### config.mk
export PLATFORM = sky130hd
export DESIGN_NAME = powerline_command_link_engine
export DESIGN_NICKNAME = d
export VERILOG_FILES = /design/src/design/plcle_pkg.sv /design/src/design/powerline_command_link_engine.sv
export SDC_FILE = /design/constraint.sdc
export NUM_CORES = 1
export LEC_CHECK = 0
export BUFFER_PORTS_ARGS = -buffer_cell sky130_fd_sc_hd__buf_2
export CORE_AREA = 2 2 100 102
export DETAILED_ROUTE_END_ITERATION = 12
export DIE_AREA = 0 0 102 104
export GPL_TIMING_DRIVEN = 0
export PLACE_DENSITY_LB_ADDON = 0.12
export SLEW_MARGIN = 40
export SYNTH_ARGS = -nofsm -noshare
export SYNTH_HDL_FRONTEND = slang
export SYNTH_SLANG_ARGS = --single-unit
### constraint.sdc
create_clock -name clk -period 3.6 [get_ports clk]
set_input_delay 0.36 -clock clk [delete_from_list [all_inputs] [get_ports clk]]
set_output_delay 0.36 -clock clk [all_outputs]
set_load 0.02 [all_outputs]
### src/design/plcle_pkg.sv
// ----------------------------------------------------------------------------
// plcle_pkg - shared types and constants for the powerline command link engine
// Operation codes, result kinds, protocol bytes, phase enums and code tables.
// ----------------------------------------------------------------------------
package plcle_pkg;

  // operation carried in tuser of an input item
  localparam logic [1:0] OP_SEND = 2'd0;
  localparam logic [1:0] OP_RX   = 2'd1;
  localparam logic [1:0] OP_TICK = 2'd2;

  // result kind carried in tuser of a result item
  localparam logic [1:0] EV_NONE  = 2'd0;
  localparam logic [1:0] EV_ECHO  = 2'd1;
  localparam logic [1:0] EV_ASYNC = 2'd2;

  // link protocol bytes
  localparam logic [7:0] BYTE_STX      = 8'h02;
  localparam logic [7:0] BYTE_ACK      = 8'h06;
  localparam logic [7:0] BYTE_CR       = 8'h0D;
  localparam logic [7:0] BYTE_NAK      = 8'h15;
  localparam logic [7:0] BYTE_ECHO     = 8'h58;
  localparam logic [7:0] BYTE_CMD      = 8'h63;
  localparam logic [7:0] BYTE_ASYNC    = 8'h78;
  localparam logic [7:0] COUNT_OFFSET  = 8'h30;
  localparam logic [7:0] REPEAT_OFFSET = 8'h40;
  localparam logic [7:0] CODE_UNMAPPED = 8'hFF;

  typedef enum logic [3:0] {
    TX_IDLE     = 4'd0,
    TX_PREAMBLE = 4'd1,
    TX_ACKWAIT  = 4'd2,
    TX_CRWAIT   = 4'd3,
    TX_CMD      = 4'd4,
    TX_HOUSE    = 4'd5,
    TX_UNIT     = 4'd6,
    TX_FUNC     = 4'd7,
    TX_REPEAT   = 4'd8,
    TX_ECHOWAIT = 4'd9
  } tx_phase_t;

  typedef enum logic [2:0] {
    RX_IDLE   = 3'd0,
    RX_HOUSE  = 3'd1,
    RX_UNIT   = 3'd2,
    RX_CNT1   = 3'd3,
    RX_START2 = 3'd4,
    RX_HOUSE2 = 3'd5,
    RX_FUNC   = 3'd6,
    RX_CNT2   = 3'd7
  } rx_phase_t;

  // house wire code to letter 'A'..'P'
  function automatic logic [7:0] map_house(input logic [7:0] code);
    logic [7:0] letter;
    case (code)
      8'h46:   letter = 8'h41;
      8'h4E:   letter = 8'h42;
      8'h42:   letter = 8'h43;
      8'h4A:   letter = 8'h44;
      8'h41:   letter = 8'h45;
      8'h49:   letter = 8'h46;
      8'h45:   letter = 8'h47;
      8'h4D:   letter = 8'h48;
      8'h47:   letter = 8'h49;
      8'h4F:   letter = 8'h4A;
      8'h43:   letter = 8'h4B;
      8'h4B:   letter = 8'h4C;
      8'h40:   letter = 8'h4D;
      8'h48:   letter = 8'h4E;
      8'h44:   letter = 8'h4F;
      8'h4C:   letter = 8'h50;
      default: letter = CODE_UNMAPPED;
    endcase
    return letter;
  endfunction

  // unit wire code to unit number 1..16
  function automatic logic [7:0] map_unit(input logic [7:0] code);
    logic [7:0] unit;
    case (code)
      8'h4C:   unit = 8'd1;
      8'h5C:   unit = 8'd2;
      8'h44:   unit = 8'd3;
      8'h54:   unit = 8'd4;
      8'h42:   unit = 8'd5;
      8'h52:   unit = 8'd6;
      8'h4A:   unit = 8'd7;
      8'h5A:   unit = 8'd8;
      8'h4E:   unit = 8'd9;
      8'h5E:   unit = 8'd10;
      8'h46:   unit = 8'd11;
      8'h56:   unit = 8'd12;
      8'h40:   unit = 8'd13;
      8'h50:   unit = 8'd14;
      8'h48:   unit = 8'd15;
      8'h58:   unit = 8'd16;
      default: unit = CODE_UNMAPPED;
    endcase
    return unit;
  endfunction

endpackage

### src/design/powerline_command_link_engine.sv
// ----------------------------------------------------------------------------
// powerline_command_link_engine - byte handler for a powerline command link
// Runs the send handshake (STX, ACK/NAK, CR, command bytes) and parses echo
// and asynchronous reception frames, one result item per input item.
// ----------------------------------------------------------------------------
//  channel  | direction | tuser          | tdata
//  s_axis   | in        | op             | byte_value, house_code, unit_code,
//           |           |                | function_code, repeat_count
//  m_axis   | out       | event_kind     | tx_valid, tx_byte, refused,
//           |           |                | house_letter, unit_number,
//           |           |                | received_count
//
//  One item per cycle while results are taken; each item goes from acceptance
//  to its result: an input register, then the phase logic into the result
//  register. Link state updates when an item moves into the result register.
//  rst (synchronous) returns both phase machines to idle and empties both
//  registers. A stalled result holds; input is still taken while the input
//  register is empty or moving forward.
// ----------------------------------------------------------------------------
module powerline_command_link_engine
  import plcle_pkg::*;
(
  input  logic        clk,
  input  logic        rst,
  input  logic        s_axis_tvalid,
  output logic        s_axis_tready,
  // byte_value[7:0], house_code[15:8], unit_code[23:16],
  // function_code[31:24], repeat_count[39:32]
  input  logic [39:0] s_axis_tdata,
  // op[1:0]
  input  logic [1:0]  s_axis_tuser,
  output logic        m_axis_tvalid,
  input  logic        m_axis_tready,
  // tx_valid[0], tx_byte[8:1], refused[9], house_letter[17:10],
  // unit_number[25:18], received_count[33:26], zero[39:34]
  output logic [39:0] m_axis_tdata,
  // event_kind[1:0]
  output logic [1:0]  m_axis_tuser
);

  // input register
  logic        in_valid;
  logic [39:0] in_data;
  logic [1:0]  in_op;

  // result register
  logic        out_valid;
  logic [39:0] out_data;
  logic [1:0]  out_kind;

  // link state
  tx_phase_t   tx_phase, tx_phase_next;
  rx_phase_t   rx_phase, rx_phase_next;
  logic        tx_busy, tx_busy_next;
  logic        rx_busy, rx_busy_next;
  logic        echo_frame, echo_frame_next;
  logic        tx_enabled, tx_enabled_next;
  logic [7:0]  pending_house, pending_unit, pending_func, pending_repeat;
  logic [7:0]  rcv_house, rcv_house_next;
  logic [7:0]  rcv_unit, rcv_unit_next;

  // result of the current item
  logic        res_tx_valid;
  logic [7:0]  res_tx_byte;
  logic        res_refused;
  logic [1:0]  res_kind;
  logic [7:0]  res_house, res_unit, res_count;
  logic        load_pending;
  logic        handled;

  logic        advance;
  logic [7:0]  in_byte;

  assign advance       = in_valid && (!out_valid || m_axis_tready);
  assign s_axis_tready = !in_valid || advance;
  assign in_byte       = in_data[7:0];

  always_ff @(posedge clk) begin
    if (rst) begin
      in_valid <= 1'b0;
    end else if (s_axis_tready) begin
      in_valid <= s_axis_tvalid;
    end
    if (s_axis_tready && s_axis_tvalid) begin
      in_data <= s_axis_tdata;
      in_op   <= s_axis_tuser;
    end
  end

  always_comb begin
    tx_phase_next   = tx_phase;
    rx_phase_next   = rx_phase;
    tx_busy_next    = tx_busy;
    rx_busy_next    = rx_busy;
    echo_frame_next = echo_frame;
    tx_enabled_next = tx_enabled;
    rcv_house_next  = rcv_house;
    rcv_unit_next   = rcv_unit;
    load_pending    = 1'b0;
    handled         = 1'b0;
    res_tx_valid    = 1'b0;
    res_tx_byte     = 8'h00;
    res_refused     = 1'b0;
    res_kind        = EV_NONE;
    res_house       = 8'h00;
    res_unit        = 8'h00;
    res_count       = 8'h00;

    case (in_op)
      OP_SEND: begin
        if (tx_busy || rx_busy) begin
          res_refused = 1'b1;
        end else begin
          load_pending    = 1'b1;
          tx_busy_next    = 1'b1;
          tx_phase_next   = TX_PREAMBLE;
          tx_enabled_next = 1'b1;
        end
      end
      OP_TICK: begin
        if (tx_enabled) begin
          case (tx_phase)
            TX_PREAMBLE: begin
              res_tx_valid    = 1'b1;
              res_tx_byte     = BYTE_STX;
              tx_phase_next   = TX_ACKWAIT;
              tx_enabled_next = 1'b0;
            end
            TX_CMD: begin
              res_tx_valid  = 1'b1;
              res_tx_byte   = BYTE_CMD;
              tx_phase_next = TX_HOUSE;
            end
            TX_HOUSE: begin
              res_tx_valid  = 1'b1;
              res_tx_byte   = pending_house;
              tx_phase_next = TX_UNIT;
            end
            TX_UNIT: begin
              res_tx_valid  = 1'b1;
              res_tx_byte   = pending_unit;
              tx_phase_next = TX_FUNC;
            end
            TX_FUNC: begin
              res_tx_valid  = 1'b1;
              res_tx_byte   = pending_func;
              tx_phase_next = TX_REPEAT;
            end
            TX_REPEAT: begin
              res_tx_valid    = 1'b1;
              res_tx_byte     = pending_repeat;
              tx_phase_next   = TX_ECHOWAIT;
              tx_enabled_next = 1'b0;
            end
            default: begin
              // waiting phases send nothing and stay armed
            end
          endcase
        end
      end
      OP_RX: begin
        // handshake bytes belong to the send side only while it expects them
        if (tx_busy) begin
          if (in_byte == BYTE_CR && tx_phase == TX_CRWAIT) begin
            tx_phase_next   = TX_CMD;
            tx_enabled_next = 1'b1;
            handled         = 1'b1;
          end else if (in_byte == BYTE_ACK && tx_phase == TX_ACKWAIT) begin
            tx_phase_next = TX_CRWAIT;
            handled       = 1'b1;
          end else if (in_byte == BYTE_NAK && tx_phase == TX_ACKWAIT) begin
            tx_phase_next   = TX_PREAMBLE;
            tx_enabled_next = 1'b1;
            handled         = 1'b1;
          end
        end
        // drop stray CR; everything else feeds the frame parser
        if (!handled && in_byte != BYTE_CR) begin
          case (rx_phase)
            RX_IDLE: begin
              if (in_byte == BYTE_ECHO) begin
                echo_frame_next = 1'b1;
                rx_phase_next   = RX_HOUSE;
              end else if (in_byte == BYTE_ASYNC) begin
                rx_busy_next    = 1'b1;
                echo_frame_next = 1'b0;
                rx_phase_next   = RX_HOUSE;
              end
            end
            RX_HOUSE: begin
              rcv_house_next = map_house(in_byte);
              rx_phase_next  = RX_UNIT;
            end
            RX_UNIT: begin
              rcv_unit_next = map_unit(in_byte);
              rx_phase_next = RX_CNT1;
            end
            RX_CNT1:   rx_phase_next = RX_START2;
            RX_START2: rx_phase_next = RX_HOUSE2;
            RX_HOUSE2: rx_phase_next = RX_FUNC;
            RX_FUNC:   rx_phase_next = RX_CNT2;
            RX_CNT2: begin
              if (echo_frame) begin
                tx_busy_next = 1'b0;
                res_kind     = EV_ECHO;
              end else begin
                rx_busy_next = 1'b0;
                res_kind     = EV_ASYNC;
              end
              res_house     = rcv_house;
              res_unit      = rcv_unit;
              res_count     = in_byte - COUNT_OFFSET;
              rx_phase_next = RX_IDLE;
            end
            default: rx_phase_next = RX_IDLE;
          endcase
        end
      end
      default: begin
        // unused op: no change, all-zero result
      end
    endcase
  end

  always_ff @(posedge clk) begin
    if (rst) begin
      tx_phase       <= TX_IDLE;
      rx_phase       <= RX_IDLE;
      tx_busy        <= 1'b0;
      rx_busy        <= 1'b0;
      echo_frame     <= 1'b0;
      tx_enabled     <= 1'b0;
      pending_house  <= 8'h00;
      pending_unit   <= 8'h00;
      pending_func   <= 8'h00;
      pending_repeat <= 8'h00;
      rcv_house      <= 8'h00;
      rcv_unit       <= 8'h00;
    end else if (advance) begin
      tx_phase   <= tx_phase_next;
      rx_phase   <= rx_phase_next;
      tx_busy    <= tx_busy_next;
      rx_busy    <= rx_busy_next;
      echo_frame <= echo_frame_next;
      tx_enabled <= tx_enabled_next;
      rcv_house  <= rcv_house_next;
      rcv_unit   <= rcv_unit_next;
      if (load_pending) begin
        pending_house  <= in_data[15:8];
        pending_unit   <= in_data[23:16];
        pending_func   <= in_data[31:24];
        pending_repeat <= in_data[39:32] + REPEAT_OFFSET;
      end
    end
  end

  always_ff @(posedge clk) begin
    if (rst) begin
      out_valid <= 1'b0;
    end else if (advance) begin
      out_valid <= 1'b1;
    end else if (m_axis_tready) begin
      out_valid <= 1'b0;
    end
    if (advance) begin
      out_data <= {6'd0, res_count, res_unit, res_house, res_refused,
                   res_tx_byte, res_tx_valid};
      out_kind <= res_kind;
    end
  end

  assign m_axis_tvalid = out_valid;
  assign m_axis_tdata  = out_data;
  assign m_axis_tuser  = out_kind;

  // a refused request produces neither a byte nor a frame event
  a_refused_alone: assert property (@(posedge clk) disable iff (rst)
    out_valid && out_data[9] |-> !out_data[0] && out_kind == EV_NONE)
    else $error("refused result carries other activity");

  // transmitter is armed only in a phase that sends on a tick
  a_armed_phase: assert property (@(posedge clk) disable iff (rst)
    tx_enabled |-> tx_phase != TX_IDLE && tx_phase != TX_ACKWAIT &&
                   tx_phase != TX_CRWAIT && tx_phase != TX_ECHOWAIT)
    else $error("transmitter armed in a waiting phase");

  // input stalls only when a full input register faces a stalled result
  a_stall_cause: assert property (@(posedge clk) disable iff (rst)
    !s_axis_tready |-> in_valid && out_valid && !m_axis_tready)
    else $error("input stalled without a stalled result");

  // an accepted item reaches the result register in the next cycle when free
  a_forward: assert property (@(posedge clk) disable iff (rst)
    in_valid && !out_valid |=> out_valid)
    else $error("item did not advance to the result register");

endmodule
# Word-level counts from Yosys, hierarchy flattened
# Index checks and enable logic that the tools add are counted.
[totals]
ff_bits = 139
latchBits = 0
mem_bits_rw = 0
rom_bits = 0
in_bits = 46
out_inout_bits = 44
word_cells = 158
memories = 0
[classes]
n_addsub = 2
multipliers = 0
n_div = 0
magnitude_cmp = 0
eq_ne = 60
n_shift = 0
n_mux = 44
bitwise_logic = 0
n_reduce_logical = 32
[op_table]
columns = ["operator", "n"]
rows = [
  ["$pmux 8 s16", 2],
  ["$eq 8x7->1 const B", 25],
  ["$pmux 8 s6", 1],
  ["$mux 1", 26],
  ["$mux 4", 6],
  ["$pmux 3 s8", 1],
  ["$pmux 4 s6", 1],
  ["$ne 2x2->1 const B", 9],
  ["$eq 4x3->1 const B", 4],
  ["$reduce_and 7->1", 2],
  ["$eq 3x3->1 const B", 4],
  ["$pmux 4 s3", 1],
  ["$reduce_and 4->1", 3],
  ["$reduce_and 6->1", 2],
  ["$ne 3x3->1 const B", 3],
  ["$add 8x7->8 const B", 1],
  ["$eq 4x2->1 const B", 2],
  ["$eq 8x3->1 const B", 1],
  ["$eq 8x4->1 const B", 1],
  ["$eq 8x5->1 const B", 1],
  ["$ne 8x4->1 const B", 1],
  ["$reduce_bool 2->1", 4],
  ["$sub 8x6->8 const B", 1],
  ["$ne 7x7->1 const B", 1],
  ["22 further kinds", 35],
]

# Longest topological paths before layout
[depth]
ltp_word = 11
mapped_depth = 8
depth_no_buf = 7

# Worst setup path after synthesis
# Ideal clock, no wire load.
[synth_timing]
kind = "register to register"
from = "reg out_valid (netlist: m_axis_tvalid)"
to = "reg pending_func[7]"
setup_time_ns = 0.071
arrival_ns = 2.349
slack_ns = 1.181
path_stages_with_launch = 8
n_path_buf = 2
synth_period_minus_slack_ns = 2.419
path_cell_list = "dfxtp_1 -> nand2b_1 -> and2_1 -> and3_1 -> clkbuf_1 -> clkbuf_1 -> nand2_1 -> a21oi_1"
[synth_via]
elab_chain_cells = 4
[synth_rtl]
columns = ["item", "line", "rtl"]
rows = [
  ["start: declaration", "powerline_command_link_engine.sv:47", "logic out_valid;"],
  ["start signal: assignment", "powerline_command_link_engine.sv:259", "out_valid <= 1'b0;"],
  ["start signal: assignment", "powerline_command_link_engine.sv:261", "out_valid <= 1'b1;"],
  ["start signal: assignment", "powerline_command_link_engine.sv:263", "out_valid <= 1'b0;"],
  ["$logic_not 1->1", "powerline_command_link_engine.sv:74", "assign advance = in_valid && (!out_valid || m_axis_tready);"],
  ["$logic_or 1x1->1", "powerline_command_link_engine.sv:74", ""],
  ["$logic_and 1x1->1", "powerline_command_link_engine.sv:74", ""],
  ["via advance", "powerline_command_link_engine.sv:71", "logic advance;"],
  ["$reduce_and 2->1 (no source line)", "n/a", ""],
  ["end signal: assignment", "powerline_command_link_engine.sv:251", "pending_func <= in_data[31:24];"],
  ["end: declaration", "powerline_command_link_engine.sv:58", "logic [7:0] pending_house, pending_unit, pending_func, pending_repeat;"],
]
# The timed path passes the listed nets, and every way through them passes these cells.
# A chain may end at the register's enable or synchronous reset.

# Final worst setup path
[layout_timing]
from = "reg in_data[4]"
to = "reg out_data[29] (netlist: m_axis_tdata[29]), data pin"
[layout_via]
elab_chain_cells = 10
elab_cells_between_ends = 15
classes_between = "4 x eq/ne; 5 x mux; 6 x reduce/logical"
[layout_rtl]
columns = ["item", "line", "rtl"]
rows = [
  ["start: declaration", "powerline_command_link_engine.sv:43", "logic [39:0] in_data;"],
  ["start signal: assignment", "powerline_command_link_engine.sv:85", "in_data <= s_axis_tdata;"],
  ["$eq 8x5->1", "powerline_command_link_engine.sv:171", "end else if (in_byte == BYTE_NAK && tx_phase == TX_ACKWAIT) begin"],
  ["$logic_and 1x1->1", "powerline_command_link_engine.sv:171", ""],
  ["$mux 1", "powerline_command_link_engine.sv:171", ""],
  ["$mux 1", "powerline_command_link_engine.sv:168", "end else if (in_byte == BYTE_ACK && tx_phase == TX_ACKWAIT) begin"],
  ["$mux 1", "powerline_command_link_engine.sv:164", "if (in_byte == BYTE_CR && tx_phase == TX_CRWAIT) begin"],
  ["$mux 1", "powerline_command_link_engine.sv:163", "if (tx_busy) begin"],
  ["$mux 1", "powerline_command_link_engine.sv:109", "case (in_op)"],
  ["$logic_not 1->1", "powerline_command_link_engine.sv:178", "if (!handled && in_byte != BYTE_CR) begin"],
  ["$logic_and 1x1->1 (*)", "powerline_command_link_engine.sv:178", ""],
  ["$reduce_and 3->1 (no source line) (*)", "n/a", ""],
  ["end signal: assignment", "powerline_command_link_engine.sv:266", "out_data <= {6'd0, res_count, res_unit, res_house, res_refused,"],
  ["end: declaration", "powerline_command_link_engine.sv:48", "logic [39:0] out_data;"],
]
# Every way passes the cells marked *; elsewhere a longest branch is shown, timed or not. The select of a mux whose other input is x is not followed.

==> metrics.md <==
| Metric | Value |
|---|---|
| Routed vias/inst | 5.44 |
| Root Buffer | clkbuf_8 |
| I/O Buffers | 83 |
| DRT Pass-1 Iters | 7 |
| Layout cell share with drive strength beyond 1 | 22.1% |
| RSZ-0062 raised after global routing | no |
| Status | completed |
| CTS Buf Count | 17 |
| Detail Route Antenna Nets | 0 |
| Synth Area in XOR/XNOR | 1.71% |
| Layout area overhead | 31.0% |
| Chip Height | 104 um |
| CP top delay family | simple AND/OR/NAND/NOR gates |
| Final period util | 70.5% |
| Relative slew slack | 48.8% |
| Crit Path Category | reg -> reg |
| WL/cell | 16.1 um |
| Cell Count, Final, Fillers Out | 803 |
| Max Buffers Root-to-Sink | 2 |
| Fmax | 394 MHz |
| Clock tree sinks | 133 |
| Final WL | 12900 um |
| Critical Path, Cell by Cell | inv_1 > ha_1 > and3b_1 > o2111a_2 > nor4b_2 > clkbuf_1 > and2_1 |
| HPWL Detailed | 8060 um |
| Async SR Flop Fraction | 0% |
| Register bit count reported by yosys | 133 |
| Least-Margin Pin Slew | 767 ps |
| Final Hold Fails | 0 |
| Final setup fails | 0 |
| I/O Pins | 90 |
| Yosys top cell area share | 40.6% |
| Clk slew on worst S/H paths | 60 ps |
| Crit path DAT | 2940 ps |
| Initial DRC Count | 333 |
| Simple-Gate Fraction of Synth Area | 17.6% |
| All-Layer GR Usage | 25.2% |
| Rows | 36 |
| Die area | 10600 sq um |
| Placed cells | 729 |
| Final min period | 2540 ps |
| Initial Util | 58.1% |
| Final instance area | 7270 sq um |
| Max-Cap Viols | 0 |
| Post-synth cell types | 61 |
| GRT Residual Overflow | 0 |
| CP Capture Type | flop |
| N_diodes | 0 |
| Post-synth EDFFs | 75 |
| Synthesized cell area | 5550 sq um |
| Slowest cell on the critical path | nor4b_2 |
| Global-route wire length before repair | 20000 um |
| Largest net degree at the start of global routing | 43 |
| Multiplexer area fraction after synthesis | 0% |
| Post-synth top area cell | edfxtp_1 |
| Syn_area_per_cell | 11.0 sq um |
| Syn Inst Count | 507 |
| Critical Path RT | 4000 ps |
| Setup TNS | 0 ps |
| Placed Area | 6190 sq um |
| CTS tree | built |
| Crit-path max cell delay | 550 ps |
| Pwr dens | 531 nW/um^2 |
| Post-synthesis compound-gate area fraction | 13.2% |
| H-tree depth | 4 |
| Ranking of synthesized cells by area | edfxtp_1 41%, dfxtp_1 21%, nand2_1 5.2% |
| Max Slew Vio Count | 0 |
| Crit path launch type | flop |
| Skew-Pair Late Insertion Delay | 540 ps |
| Setup Skew | 9.36 ps |
| Warnings from Yosys | 0 |
| Crit-path max FO | 10 |
| Main combinational cell family by area after synthesis | simple AND/OR/NAND/NOR gates |
| Drt drc | 0 |
| Worst Path Buf+Inv | 2 |
| Area share of fa/ha/maj cells after synthesis | 1.58% |
| Sequential share of the synthesized area | 61.5% |
| Gpl congestion | 0.885 |
| Pleak | 2.70 nW |
| Top FF cell, synth | edfxtp_1 |
| Die width | 102 um |
| Initial antenna violation count | 0 |
| Vias | 4371 |
| Core area | 9550 sq um |
| Hold/Removal Path Class | in -> reg |
| Vias in the first global route | 4140 |
| Fin nets | 710 |
| Peak supply drop | 0.000447 V |
[layer usage]
layer  vias to the layer above  track usage (%)  part of all wire, %
li1                       2112                -                    -
met1                      2052             31.6                   43
met2                       180             38.9                   48
met3                        27             7.59                  6.7
met4                         0             13.1                  2.3
met5                         -                0                    0
[final timing paths]
path,endpoint,cells past startpoint,startpoint,slack [ps]
min,in_valid,3,s_axis_tvalid,100
min reg2reg,pending_unit[5],2,pending_unit[5],460
max,m_axis_tdata[29],7,in_data[4],1060
max reg2reg,m_axis_tdata[29],7,in_data[4],1060
[worst register-to-register path, delay by kind of cell (launching register included)]
kind	cells	cell delay (ps)
simple gates	3	980
compound gates	1	350
buf+inv	2	410
flops	1	420
fa+ha+maj	1	260
[layout make-up]
cell class | count | area [sq um]
clock buffers | 21 | 470
multi-input cells | 329 | 1930
plain buffers | 39 | 200
clock inverters | 11 | 191
repair buffers | 126 | 863
well taps | 133 | 166
inverters | 11 | 41.3
flip-flops and latches | 133 | 3410
fillers | 656 | 2280
[report_power, final]
group          switching, mW  total (mW)  internal [mW]  leakage, nW
clock                  0.650        1.93           1.28        0.324
sequential            0.0256        1.69           1.66         1.19
combinational          0.142       0.247          0.104         1.19
[timing repair]
action                                 CTS  global route
endpoints found under the hold margin   42             0
setup buffers                            0             0
resized for setup                        0             0
hold buffers                            42             0
[registers in the layout (all words and copies together), names as in the netlist, 2 cells and up]
register and cells:
m_axis_tdata 31, m_axis_tuser 2, rcv_house 7, pending_unit 8, tx_phase 4, rcv_unit 6
rx_phase 3, pending_repeat 8, pending_func 8, pending_house 8, in_data 40, in_op 2
[cells by family after synthesis]
family	Yosys count
AOI/OAI and AO/OA	106
xor gates and xnor gates	10
adders and majority gates	7
buffers and inverters	50
DFF	133
other	1
and+or+nand+nor	200
[cells in the mapped netlist (3+ instances only)]
cell,count
a211oi_1,8
a21oi_1,44
a222oi_1,5
a22o_1,3
a311oi_1,7
a31oi_1,3
and2_1,21
and3_1,5
buf_2,7
buf_4,10
clkbuf_1,20
dfxtp_1,58
edfxtp_1,75
ha_1,7
inv_1,11
nand2_1,77
nand3_1,12
nor2_1,45
nor2b_1,5
nor3_1,10
nor4b_1,4
o211ai_1,3
o21ai_0,11
xnor2_1,7
[through the flow]
step                      power, mW  utilization (%)  worst slack, ps  hold slack [ps]
after floorplan                1.84                -             1180              432
after global placement         1.92             64.4              445              440
after detailed placement       1.92             64.8             1090              446
after CTS                      3.86             76.2             1040             79.5
after global routing           3.96             76.2              865              104
final                          3.86             76.2             1060              101
[placed cells by master (no fill, tap or decap), types with 3 or more instances in the layout]
master	count
buf_2	90
nand2_1	77
edfxtp_1	75
dfxtp_1	58
nor2_1	45
a21oi_1	44
dlygate4sd3_1	42
clkbuf_1	21
and2_1	19
clkbuf_16	17
nand3_1	12
inv_1	11
o21ai_0	11
nor3_1	10
buf_4	10
a211oi_1	8
xnor2_1	7
a311oi_1	7
ha_1	7
conb_1	6
and3_1	5
a222oi_1	5
nor2b_1	5
bufinv_16	5
a22o_1	3
o211ai_1	3
a31oi_1	3
nor4b_1	3
clkbuf_8	3
(Power assumes the default switching activity.)
